===== config.mk =====
export PLATFORM = sky130hd
export DESIGN_NAME = mqtt_rx_packet_deframer
export DESIGN_NICKNAME = d
export VERILOG_FILES = /design/src/mqtt_pkg.sv /design/src/mqtt_front.sv /design/src/mqtt_queue.sv /design/src/mqtt_rx_packet_deframer.sv
export VERILOG_INCLUDE_DIRS = /design/src /design/src/src
export SDC_FILE = /design/constraint.sdc
export NUM_CORES = 1
export LEC_CHECK = 0
export BUFFER_PORTS_ARGS = -buffer_cell sky130_fd_sc_hd__clkbuf_2
export CAP_MARGIN = 5
export CORE_ASPECT_RATIO = 1.5
export CORE_UTILIZATION = 35
export CTS_CLUSTER_DIAMETER = 60
export DETAILED_ROUTE_END_ITERATION = 10
export PLACE_DENSITY = 0.54
export RECOVER_POWER = 50
export SLEW_MARGIN = 20
export SYNTH_ARGS = -nofsm -noshare
export SYNTH_HDL_FRONTEND = slang
export SYNTH_SLANG_ARGS = --single-unit

===== constraint.sdc =====
create_clock -name i_clk -period 12.65 [get_ports i_clk]
set_clock_uncertainty 0.2 [all_clocks]
set_input_delay 2.53 -clock i_clk [delete_from_list [all_inputs] [get_ports i_clk]]
set_output_delay 2.53 -clock i_clk [all_outputs]
set_load 0.1 [all_outputs]

===== src/assert_macros.svh =====
// Assertion macros shared by the deframer modules.
`ifndef ASSERT_MACROS_SVH
`define ASSERT_MACROS_SVH

// Checks that an antecedent implies a consequent in the same cycle.
`define ASSERT_IMPLIES(label, clk, rst_n, ante, cons) \
    label: assert property (@(posedge clk) disable iff (!rst_n) (ante) |-> (cons)) \
        else $error("assertion failed");

// Checks that an antecedent implies a consequent in the following cycle.
`define ASSERT_NEXT(label, clk, rst_n, ante, cons) \
    label: assert property (@(posedge clk) disable iff (!rst_n) (ante) |=> (cons)) \
        else $error("assertion failed");

`endif


===== src/mqtt_pkg.sv =====
// Package with types, constants and role codes of the MQTT receive deframer.
`default_nettype none
package mqtt_pkg;
    localparam int MAX_LENGTH_BYTES = 3;
    localparam int LEN_W = 21;
    localparam int FIFO_DEPTH = 2;

    typedef enum logic [3:0] {
        PH_HDR, PH_LEN, PH_TLEN_HI, PH_TLEN_LO, PH_TOPIC,
        PH_PID_HI, PH_PID_LO, PH_PAYLOAD, PH_DROP, PH_BODY
    } t_phase;

    localparam logic [2:0] ROLE_HEADER  = 3'd0;
    localparam logic [2:0] ROLE_LENGTH  = 3'd1;
    localparam logic [2:0] ROLE_TLEN    = 3'd2;
    localparam logic [2:0] ROLE_TOPIC   = 3'd3;
    localparam logic [2:0] ROLE_PID     = 3'd4;
    localparam logic [2:0] ROLE_PAYLOAD = 3'd5;
    localparam logic [2:0] ROLE_OTHER   = 3'd6;
    localparam logic [2:0] ROLE_DISCARD = 3'd7;

    localparam logic [2:0] ST_OK           = 3'd0;
    localparam logic [2:0] ST_LEN_OVF      = 3'd1;
    localparam logic [2:0] ST_SHORT_PUB    = 3'd2;
    localparam logic [2:0] ST_CONNACK_OK   = 3'd3;
    localparam logic [2:0] ST_CONNACK_REJ  = 3'd4;
    localparam logic [2:0] ST_SUBACK_OK    = 3'd5;
    localparam logic [2:0] ST_SUBACK_FAIL  = 3'd6;
    localparam logic [2:0] ST_SUBACK_SHORT = 3'd7;

    localparam logic [3:0] TYPE_CONNACK = 4'd2;
    localparam logic [3:0] TYPE_PUBLISH = 4'd3;
    localparam logic [3:0] TYPE_SUBACK  = 4'd9;

    typedef struct packed {
        logic [2:0]       byte_role;
        logic [7:0]       data_byte;
        logic [3:0]       packet_type;
        logic [1:0]       qos_level;
        logic             frame_end;
        logic [2:0]       frame_status;
        logic             ack_request;
        logic [15:0]      ack_packet_id;
        logic [7:0]       reply_code;
        logic [7:0]       session_flag;
        logic [LEN_W-1:0] remaining_length;
        logic [7:0]       connect_fail_count;
    } t_result;
endpackage
`default_nettype wire


===== src/mqtt_front.sv =====
// Front part: decodes each byte against the frame state and classifies it.
`default_nettype none
module mqtt_front #(
    parameter int MAX_LENGTH_BYTES = mqtt_pkg::MAX_LENGTH_BYTES
) (
    input  wire logic             i_clk,
    input  wire logic             i_rst_n,
    input  wire logic             i_valid,
    input  wire logic [7:0]       i_byte,
    output mqtt_pkg::t_result     o_result
);
    localparam int LEN_W = mqtt_pkg::LEN_W;
    localparam int CNT_W = $clog2(MAX_LENGTH_BYTES + 1);

    mqtt_pkg::t_phase r_phase, n_phase;
    logic [7:0]       r_hdr, n_hdr;
    logic [LEN_W-1:0] r_len, n_len;
    logic [CNT_W-1:0] r_lcnt, n_lcnt;
    logic [LEN_W-1:0] r_left, n_left;
    logic [15:0]      r_tleft, n_tleft;
    logic [15:0]      r_pid, n_pid;
    logic [1:0]       r_bidx, n_bidx;
    logic [7:0]       r_code, n_code;
    logic [7:0]       r_sess, n_sess;
    logic [7:0]       r_fail, n_fail;

    logic [3:0]  w_type;
    logic [1:0]  w_qos;
    logic        w_body, w_end;
    logic [LEN_W-1:0] w_shift;
    logic [17:0] w_need;
    logic [15:0] w_tl;
    logic [7:0]  w_rc;
    logic [8:0]  w_sum;
    mqtt_pkg::t_result w_res;

    always_ff @(posedge i_clk) begin
        if (!i_rst_n) begin
            r_phase <= mqtt_pkg::PH_HDR;
            r_hdr   <= '0;
            r_len   <= '0;
            r_lcnt  <= '0;
            r_left  <= '0;
            r_tleft <= '0;
            r_pid   <= '0;
            r_bidx  <= '0;
            r_code  <= 8'hFF;
            r_sess  <= '0;
            r_fail  <= '0;
        end else if (i_valid) begin
            r_phase <= n_phase;
            r_hdr   <= n_hdr;
            r_len   <= n_len;
            r_lcnt  <= n_lcnt;
            r_left  <= n_left;
            r_tleft <= n_tleft;
            r_pid   <= n_pid;
            r_bidx  <= n_bidx;
            r_code  <= n_code;
            r_sess  <= n_sess;
            r_fail  <= n_fail;
        end
    end

    always_comb begin
        n_phase = r_phase;
        n_hdr   = r_hdr;
        n_len   = r_len;
        n_lcnt  = r_lcnt;
        n_left  = r_left;
        n_tleft = r_tleft;
        n_pid   = r_pid;
        n_bidx  = r_bidx;
        n_code  = r_code;
        n_sess  = r_sess;
        n_fail  = r_fail;
        w_type  = r_hdr[7:4];
        w_qos   = r_hdr[2:1];
        w_body  = 1'b0;
        w_end   = 1'b0;
        w_shift = '0;
        w_need  = '0;
        w_tl    = '0;
        w_rc    = '0;
        w_sum   = '0;
        w_res   = '0;
        w_res.data_byte = i_byte;

        unique case (r_phase)
            mqtt_pkg::PH_HDR: begin
                n_hdr   = i_byte;
                w_type  = i_byte[7:4];
                w_qos   = i_byte[2:1];
                n_len   = '0;
                n_lcnt  = '0;
                w_res.byte_role = mqtt_pkg::ROLE_HEADER;
                n_phase = mqtt_pkg::PH_LEN;
            end
            mqtt_pkg::PH_LEN: begin
                if (32'(r_lcnt) >= MAX_LENGTH_BYTES) begin
                    w_res.byte_role    = mqtt_pkg::ROLE_DISCARD;
                    w_res.frame_end    = 1'b1;
                    w_res.frame_status = mqtt_pkg::ST_LEN_OVF;
                    n_phase = mqtt_pkg::PH_HDR;
                end else begin
                    w_res.byte_role = mqtt_pkg::ROLE_LENGTH;
                    w_shift = LEN_W'({14'd0, i_byte[6:0]}) << (7 * (32'(r_lcnt) & 3));
                    n_len  = r_len | w_shift;
                    n_lcnt = r_lcnt + 1'b1;
                    if (!i_byte[7]) begin
                        n_left  = n_len;
                        n_bidx  = '0;
                        n_code  = 8'hFF;
                        n_sess  = '0;
                        n_pid   = '0;
                        n_tleft = '0;
                        if (w_type == mqtt_pkg::TYPE_PUBLISH)
                            n_phase = (n_len < LEN_W'(2)) ? mqtt_pkg::PH_DROP
                                                          : mqtt_pkg::PH_TLEN_HI;
                        else
                            n_phase = mqtt_pkg::PH_BODY;
                        if (n_len == '0) w_end = 1'b1;
                    end
                end
            end
            mqtt_pkg::PH_TLEN_HI: begin
                w_res.byte_role = mqtt_pkg::ROLE_TLEN;
                w_body  = 1'b1;
                n_tleft = {i_byte, 8'd0};
                n_phase = mqtt_pkg::PH_TLEN_LO;
            end
            mqtt_pkg::PH_TLEN_LO: begin
                w_res.byte_role = mqtt_pkg::ROLE_TLEN;
                w_body  = 1'b1;
                w_tl    = {r_tleft[15:8], i_byte};
                n_tleft = w_tl;
                w_need  = 18'd2 + 18'(w_tl) + ((w_qos != 2'd0) ? 18'd2 : 18'd0);
                if (LEN_W'(w_need) > r_len)
                    n_phase = mqtt_pkg::PH_DROP;
                else if (w_tl != '0)
                    n_phase = mqtt_pkg::PH_TOPIC;
                else
                    n_phase = (w_qos != 2'd0) ? mqtt_pkg::PH_PID_HI : mqtt_pkg::PH_PAYLOAD;
            end
            mqtt_pkg::PH_TOPIC: begin
                w_res.byte_role = mqtt_pkg::ROLE_TOPIC;
                w_body = 1'b1;
                if (r_tleft != '0) n_tleft = r_tleft - 1'b1;
                if (n_tleft == '0)
                    n_phase = (w_qos != 2'd0) ? mqtt_pkg::PH_PID_HI : mqtt_pkg::PH_PAYLOAD;
            end
            mqtt_pkg::PH_PID_HI: begin
                w_res.byte_role = mqtt_pkg::ROLE_PID;
                w_body  = 1'b1;
                n_pid   = {i_byte, 8'd0};
                n_phase = mqtt_pkg::PH_PID_LO;
            end
            mqtt_pkg::PH_PID_LO: begin
                w_res.byte_role = mqtt_pkg::ROLE_PID;
                w_body  = 1'b1;
                n_pid   = {r_pid[15:8], i_byte};
                n_phase = mqtt_pkg::PH_PAYLOAD;
            end
            mqtt_pkg::PH_PAYLOAD: begin
                w_res.byte_role = mqtt_pkg::ROLE_PAYLOAD;
                w_body = 1'b1;
            end
            mqtt_pkg::PH_DROP: begin
                w_res.byte_role = mqtt_pkg::ROLE_DISCARD;
                w_body = 1'b1;
            end
            default: begin
                w_res.byte_role = mqtt_pkg::ROLE_OTHER;
                w_body = 1'b1;
                if (w_type == mqtt_pkg::TYPE_CONNACK) begin
                    if (r_bidx == 2'd0) n_sess = i_byte;
                    else if (r_bidx == 2'd1) n_code = i_byte;
                end else if (w_type == mqtt_pkg::TYPE_SUBACK && r_bidx == 2'd2) begin
                    n_code = i_byte;
                end
                if (r_bidx != 2'd3) n_bidx = r_bidx + 1'b1;
            end
        endcase

        if (w_body) begin
            if (r_left != '0) n_left = r_left - 1'b1;
            if (n_left == '0) w_end = 1'b1;
        end

        if (w_end) begin
            w_res.frame_end = 1'b1;
            if (w_type == mqtt_pkg::TYPE_CONNACK) begin
                if (n_bidx >= 2'd2) begin
                    w_rc = n_code;
                    w_res.session_flag = n_sess;
                end else begin
                    w_rc = 8'hFF;
                end
                w_res.reply_code = w_rc;
                if (w_rc == 8'd0) begin
                    w_res.frame_status = mqtt_pkg::ST_CONNACK_OK;
                    n_fail = '0;
                end else begin
                    w_res.frame_status = mqtt_pkg::ST_CONNACK_REJ;
                    w_sum = {1'b0, r_fail} +
                            ((w_rc == 8'd4 || w_rc == 8'd5) ? 9'd3 : 9'd1);
                    n_fail = w_sum[8] ? 8'hFF : w_sum[7:0];
                end
            end else if (w_type == mqtt_pkg::TYPE_PUBLISH) begin
                if (n_phase == mqtt_pkg::PH_DROP) begin
                    w_res.frame_status = mqtt_pkg::ST_SHORT_PUB;
                end else if (w_qos == 2'd1) begin
                    w_res.ack_request   = 1'b1;
                    w_res.ack_packet_id = n_pid;
                end
            end else if (w_type == mqtt_pkg::TYPE_SUBACK) begin
                if (n_bidx == 2'd3) begin
                    w_res.reply_code   = n_code;
                    w_res.frame_status = (n_code == 8'h80) ? mqtt_pkg::ST_SUBACK_FAIL
                                                           : mqtt_pkg::ST_SUBACK_OK;
                end else begin
                    w_res.frame_status = mqtt_pkg::ST_SUBACK_SHORT;
                end
            end
            n_phase = mqtt_pkg::PH_HDR;
        end

        w_res.packet_type        = w_type;
        w_res.qos_level          = w_qos;
        w_res.remaining_length   = n_len;
        w_res.connect_fail_count = n_fail;
    end

    assign o_result = w_res;
endmodule
`default_nettype wire


===== src/mqtt_queue.sv =====
// Small result queue between the classifier and the result ports.
`default_nettype none
`include "assert_macros.svh"
module mqtt_queue #(
    parameter int DEPTH = mqtt_pkg::FIFO_DEPTH
) (
    input  wire logic               i_clk,
    input  wire logic               i_rst_n,
    input  wire logic               i_push,
    input  wire mqtt_pkg::t_result  i_data,
    output logic                    o_full,
    input  wire logic               i_pop,
    output logic                    o_empty,
    output mqtt_pkg::t_result       o_data
);
    localparam int AW = (DEPTH > 1) ? $clog2(DEPTH) : 1;

    mqtt_pkg::t_result r_mem [DEPTH];
    logic [AW-1:0] r_wp, r_rp;
    logic [AW:0]   r_cnt;
    logic          w_wr, w_rd;

    assign o_full  = (r_cnt == (AW+1)'(DEPTH));
    assign o_empty = (r_cnt == '0);
    assign w_wr = i_push && !o_full;
    assign w_rd = i_pop && !o_empty;
    assign o_data = r_mem[r_rp];

    always_ff @(posedge i_clk) begin
        if (!i_rst_n) begin
            r_wp  <= '0;
            r_rp  <= '0;
            r_cnt <= '0;
        end else begin
            if (w_wr) r_wp <= (r_wp == AW'(DEPTH - 1)) ? '0 : r_wp + 1'b1;
            if (w_rd) r_rp <= (r_rp == AW'(DEPTH - 1)) ? '0 : r_rp + 1'b1;
            r_cnt <= r_cnt + (AW+1)'(w_wr) - (AW+1)'(w_rd);
        end
    end

    always_ff @(posedge i_clk) begin
        if (w_wr) r_mem[r_wp] <= i_data;
    end

    `ASSERT_IMPLIES(a_cnt_range, i_clk, i_rst_n, 1'b1, r_cnt <= (AW+1)'(DEPTH))
    `ASSERT_NEXT(a_push_fills, i_clk, i_rst_n, w_wr && !w_rd, !o_empty)
    `ASSERT_NEXT(a_pop_last, i_clk, i_rst_n, w_rd && !w_wr && r_cnt == (AW+1)'(1), o_empty)
endmodule
`default_nettype wire


===== src/mqtt_rx_packet_deframer.sv =====
// Top level of the MQTT receive deframer: classifier front and result queue.
//  channel | direction | handshake        | payload
//  input   | in        | push / full      | i_rx_byte
//  result  | out       | empty / pop      | o_byte_role .. o_connect_fail_count
// One byte enters per cycle while full is low; its result can be popped in the cycle after the push.
// The classifier updates its registered frame state for each accepted byte.
// Reset clears the frame state and empties the two-entry result queue.
// full rises when the queue holds two untaken results; input stalls then.
`default_nettype none
`include "assert_macros.svh"
module mqtt_rx_packet_deframer #(
    parameter int MAX_LENGTH_BYTES = mqtt_pkg::MAX_LENGTH_BYTES
) (
    input  wire logic        i_clk,
    input  wire logic        i_rst_n,
    input  wire logic        push,
    output logic             full,
    input  wire logic [7:0]  i_rx_byte,
    output logic             empty,
    input  wire logic        pop,
    output logic [2:0]       o_byte_role,
    output logic [7:0]       o_data_byte,
    output logic [3:0]       o_packet_type,
    output logic [1:0]       o_qos_level,
    output logic             o_frame_end,
    output logic [2:0]       o_frame_status,
    output logic             o_ack_request,
    output logic [15:0]      o_ack_packet_id,
    output logic [7:0]       o_reply_code,
    output logic [7:0]       o_session_flag,
    output logic [20:0]      o_remaining_length,
    output logic [7:0]       o_connect_fail_count
);
    logic w_accept;
    mqtt_pkg::t_result w_front, w_head;

    assign w_accept = push && !full;

    mqtt_front #(.MAX_LENGTH_BYTES(MAX_LENGTH_BYTES)) u_front (
        .i_clk(i_clk), .i_rst_n(i_rst_n), .i_valid(w_accept),
        .i_byte(i_rx_byte), .o_result(w_front)
    );

    mqtt_queue #(.DEPTH(mqtt_pkg::FIFO_DEPTH)) u_queue (
        .i_clk(i_clk), .i_rst_n(i_rst_n), .i_push(w_accept), .i_data(w_front),
        .o_full(full), .i_pop(pop), .o_empty(empty), .o_data(w_head)
    );

    assign o_byte_role          = w_head.byte_role;
    assign o_data_byte          = w_head.data_byte;
    assign o_packet_type        = w_head.packet_type;
    assign o_qos_level          = w_head.qos_level;
    assign o_frame_end          = w_head.frame_end;
    assign o_frame_status       = w_head.frame_status;
    assign o_ack_request        = w_head.ack_request;
    assign o_ack_packet_id      = w_head.ack_packet_id;
    assign o_reply_code         = w_head.reply_code;
    assign o_session_flag       = w_head.session_flag;
    assign o_remaining_length   = w_head.remaining_length;
    assign o_connect_fail_count = w_head.connect_fail_count;

    `ASSERT_IMPLIES(a_ack_on_end, i_clk, i_rst_n, !empty && o_ack_request, o_frame_end)
    `ASSERT_IMPLIES(a_status_on_end, i_clk, i_rst_n,
        !empty && o_frame_status != mqtt_pkg::ST_OK, o_frame_end)
endmodule
`default_nettype wire

==> impl_metrics.csv <==
group,metric,value,unit
drt,wl,46600,um
status,violations,"max-capacitance violations, max-slew violations",
clocking,cts-buffers-inserted,29,
clocking,postCtsSetupRepairBufs,0,
clocking,htreeDepth,1,
synth,synthTopCellsByArea,"edfxtp_1, dfxtp_1, mux2_2, a21oi_1, nor2_1",
global_routing,grt_pass1_vias,12500,
pwr,ir_worst_vdd,0.125,mV
pwr,leakage,6.05,nW
synth,yosys.area.top_type_share,32.5,%
clocking,clock-root-buffer,"clkbuf_16",
setup_path,arrival,9.44,ns
timing,hold_violations,0,
cells_and_area,area_growth,12.5,%
synth,netlist_area,15300,um^2
cells_and_area,fill_cells,4285,
clocking,clkSinkCount,283,
synth,synth_flop_cell,"edfxtp_1",
timing,worstMarginPinSlew,4.06,ns
timing,rsz0062_at_grt,"no",
global_routing,grt_first_pass_wirelength,72800,um
drt,drt_first_pass_iters,5,
global_routing,overflow,0,
clocking,cts_tree,"done",
synth,syn-instance-count,1610,
drt,dr.first_iter.drc_count,933,
status,status,"complete, but fails checks",
clocking,cts-resized-gates,0,
setup_path,cp.required,12.71,ns
synth,synth_edf_count,166,
synth,avgSynthCellArea,9.53,um^2
synth,synthSimpleGateAreaFrac,18.0,%
synth,synthArstFlopShare,0,%
placed_design,portBuffers,96,
drt,viasPerCell,5.75,
synth,yosys-mux-area-fraction,7.11,%
placed_design,finalWeightedCongestion,0.884,
cells_and_area,layout_commonest_cell,"edfxtp_1",
global_routing,grt_max_degree,77,
placed_design,dp.cells,2183,
synth,post_synth_xor_area_fraction,2.28,%
clocking,holdBufCountCts,0,
pwr,cellPowerDensity,223,nW/um^2
clocking,clkLatencyLatePin,0.57,ns
hold_path,hold_path_class,"flop to flop",
synth,synth-compound-area-share,17.5,%
timing,fmax,107,MHz
cells_and_area,drive_above_1_share,16.7,%
synth,ys_seq_elements,283,
cells_and_area,nNetsFinal,1685,
clocking,clock_path_buffers,3,
timing,final-setup-viol-count,0,
cells_and_area,antenna-diode-count,0,
synth,synth.distinct_cells,79,
synth,seq_area_frac_synth,47.8,%
placed_design,dpl.hpwl,31400,um
cells_and_area,layout_common_cells,"edfxtp_1, nor2_1, a21oi_1",
timing,fin_tns_setup,0,ns
setup_path,cp_max_fo,30,
die,core,43100,um^2
global_routing,antenna_found_initial,0,
timing,hold_slack,0.277,ns
synth,yosysTopAreaCell,"edfxtp_1",
synth,synth_top_family_by_area,"simple AND/OR/NAND/NOR gates",
global_routing,track_usage,20.5,%
synth,syn_nets,1651,
timing,post-route-period-util,74.1,%
clocking,clkTransAtPathRegs,0.07,ns
die,fp.dieW,173,um
synth,yosys_warnings,0,
drt,routedWlPerCell,20.8,um
die,start_util,35.6,%
setup_path,rrSetupSlack,6.09,ns
drt,via_count,12900,
timing,drv_slew,564,
timing,min_period,9.38,ns
setup_path,cp-end-kind,"flop",
die,die_y,258,um
timing,slew_headroom,-170,%
drt,route.detailed.drc,0,
setup_path,startpoint_type,"input pin",
cells_and_area,final_cells,2237,
drt,ant_nets,0,
synth,synth_fa_ha_area_share,2.41,%
die,rows,93,
die,boundaryPins,97,
die,dieArea,44700,um^2
setup_path,criticalPathCategory,"input pin to flop",
run,drv_cap,15,
[power by group]
group | total [mW] | internal, mW | switching [mW]
Clock | 0.919 | 0.542 | 0.377
Sequential | 1.21 | 1.12 | 0.0908
Combinational | 1.72 | 0.400 | 1.32
Total | 3.85 | 2.07 | 1.78
[cell usage after synthesis, drive strengths merged (11+ instances only)]
library cell	count
and3	20
nand3	54
xor2	12
a211oi	16
dfxtp	117
o21ai	86
inv	57
nand2b	11
clkbuf	87
a21oi	130
a31oi	15
nor2	164
ha	28
buf	38
nor3	64
nand2	127
a22oi	57
mux2i	11
a22o	14
o211ai	18
edfxtp	166
nand4	18
mux2	87
xnor2	28
or4	14
nor4	28
[per-stage QoR]
step	setup WS, ns	cell area (um^2)	power (mW)	util (%)
2_1_floorplan	5.41	15300	2.60	-
3_3_place_gp	4.01	16300	2.94	37.8
3_5_place_dp	3.90	16300	2.95	37.8
4_1_cts	4.48	17300	3.87	40.2
5_1_grt	2.75	17300	4.01	40.1
6_report	3.27	17300	3.85	40.1
[metal layers]
layer	part of all wire, %	vias to the layer above	global-route usage [%]
met2	51	419	36.6
met5	0	-	0
met3	4.6	121	2.26
li1	-	6033	-
met1	40	6298	24.5
met4	4.4	0	9.93
[sequential cells by signal, indices dropped and copies added (netlist names), 6 cells and up, named ones only]
name,cells
u_queue.r_mem,166
u_front.r_left,21
u_front.r_len,21
u_front.r_pid,16
u_front.r_tleft,16
u_front.r_code,8
u_front.r_fail,8
u_front.r_sess,8
u_front.r_hdr,6
[area by class of cell]
type / count / area [um^2] / area share (%)
clock buffer: 42 / 867 / 5.02
clock inverter: 12 / 164 / 0.950
inverter: 57 / 214 / 1.24
multi-input combinational: 1145 / 7310 / 42.4
sequential: 283 / 7330 / 42.5
tap: 570 / 713 / 4.13
timing repair buffer: 128 / 661 / 3.83
[worst max-delay path, cell delays in order]
cell and delay, ns:
clkbuf_2 0.07, clkbuf_1 1.32, ha_1 0.48, nand2_1 0.07
or2_2 0.36, xor2_1 0.17, nor4_1 0.37, nand3b_1 0.17
nor2_1 0.14, and3_1 0.21, o211ai_1 0.12, xnor2_1 0.17
ha_1 0.30, and3_1 0.16, nand4_1 0.17, or3_1 0.42
a21o_1 0.17, a41oi_1 0.24, o211ai_1 0.16, a2111oi_0 0.71
or4_1 0.72, nor3_1 0.17
[final timing paths]
check,from,end,cells past startpoint
worst min register to register,u_front.r_hdr[2],u_front.r_hdr[2],2
worst max register to register,u_front.r_lcnt[0],u_queue.r_mem[1][50],11
worst min-delay path,u_front.r_hdr[2],u_front.r_hdr[2],2
worst max-delay path,i_rx_byte[1],u_queue.r_mem[0][51],22
[cells by family (layout without fill, tap and decap cells)]
kind of cell	after synthesis	count (layout)
flops	283	283
mux	98	98
fa+ha+maj	29	29
other cells	1	1
xor+xnor	40	40
buf+inv	182	239
compound gates	420	420
simple gates	557	557
No activity file was read; power rests on OpenSTA's default activity.
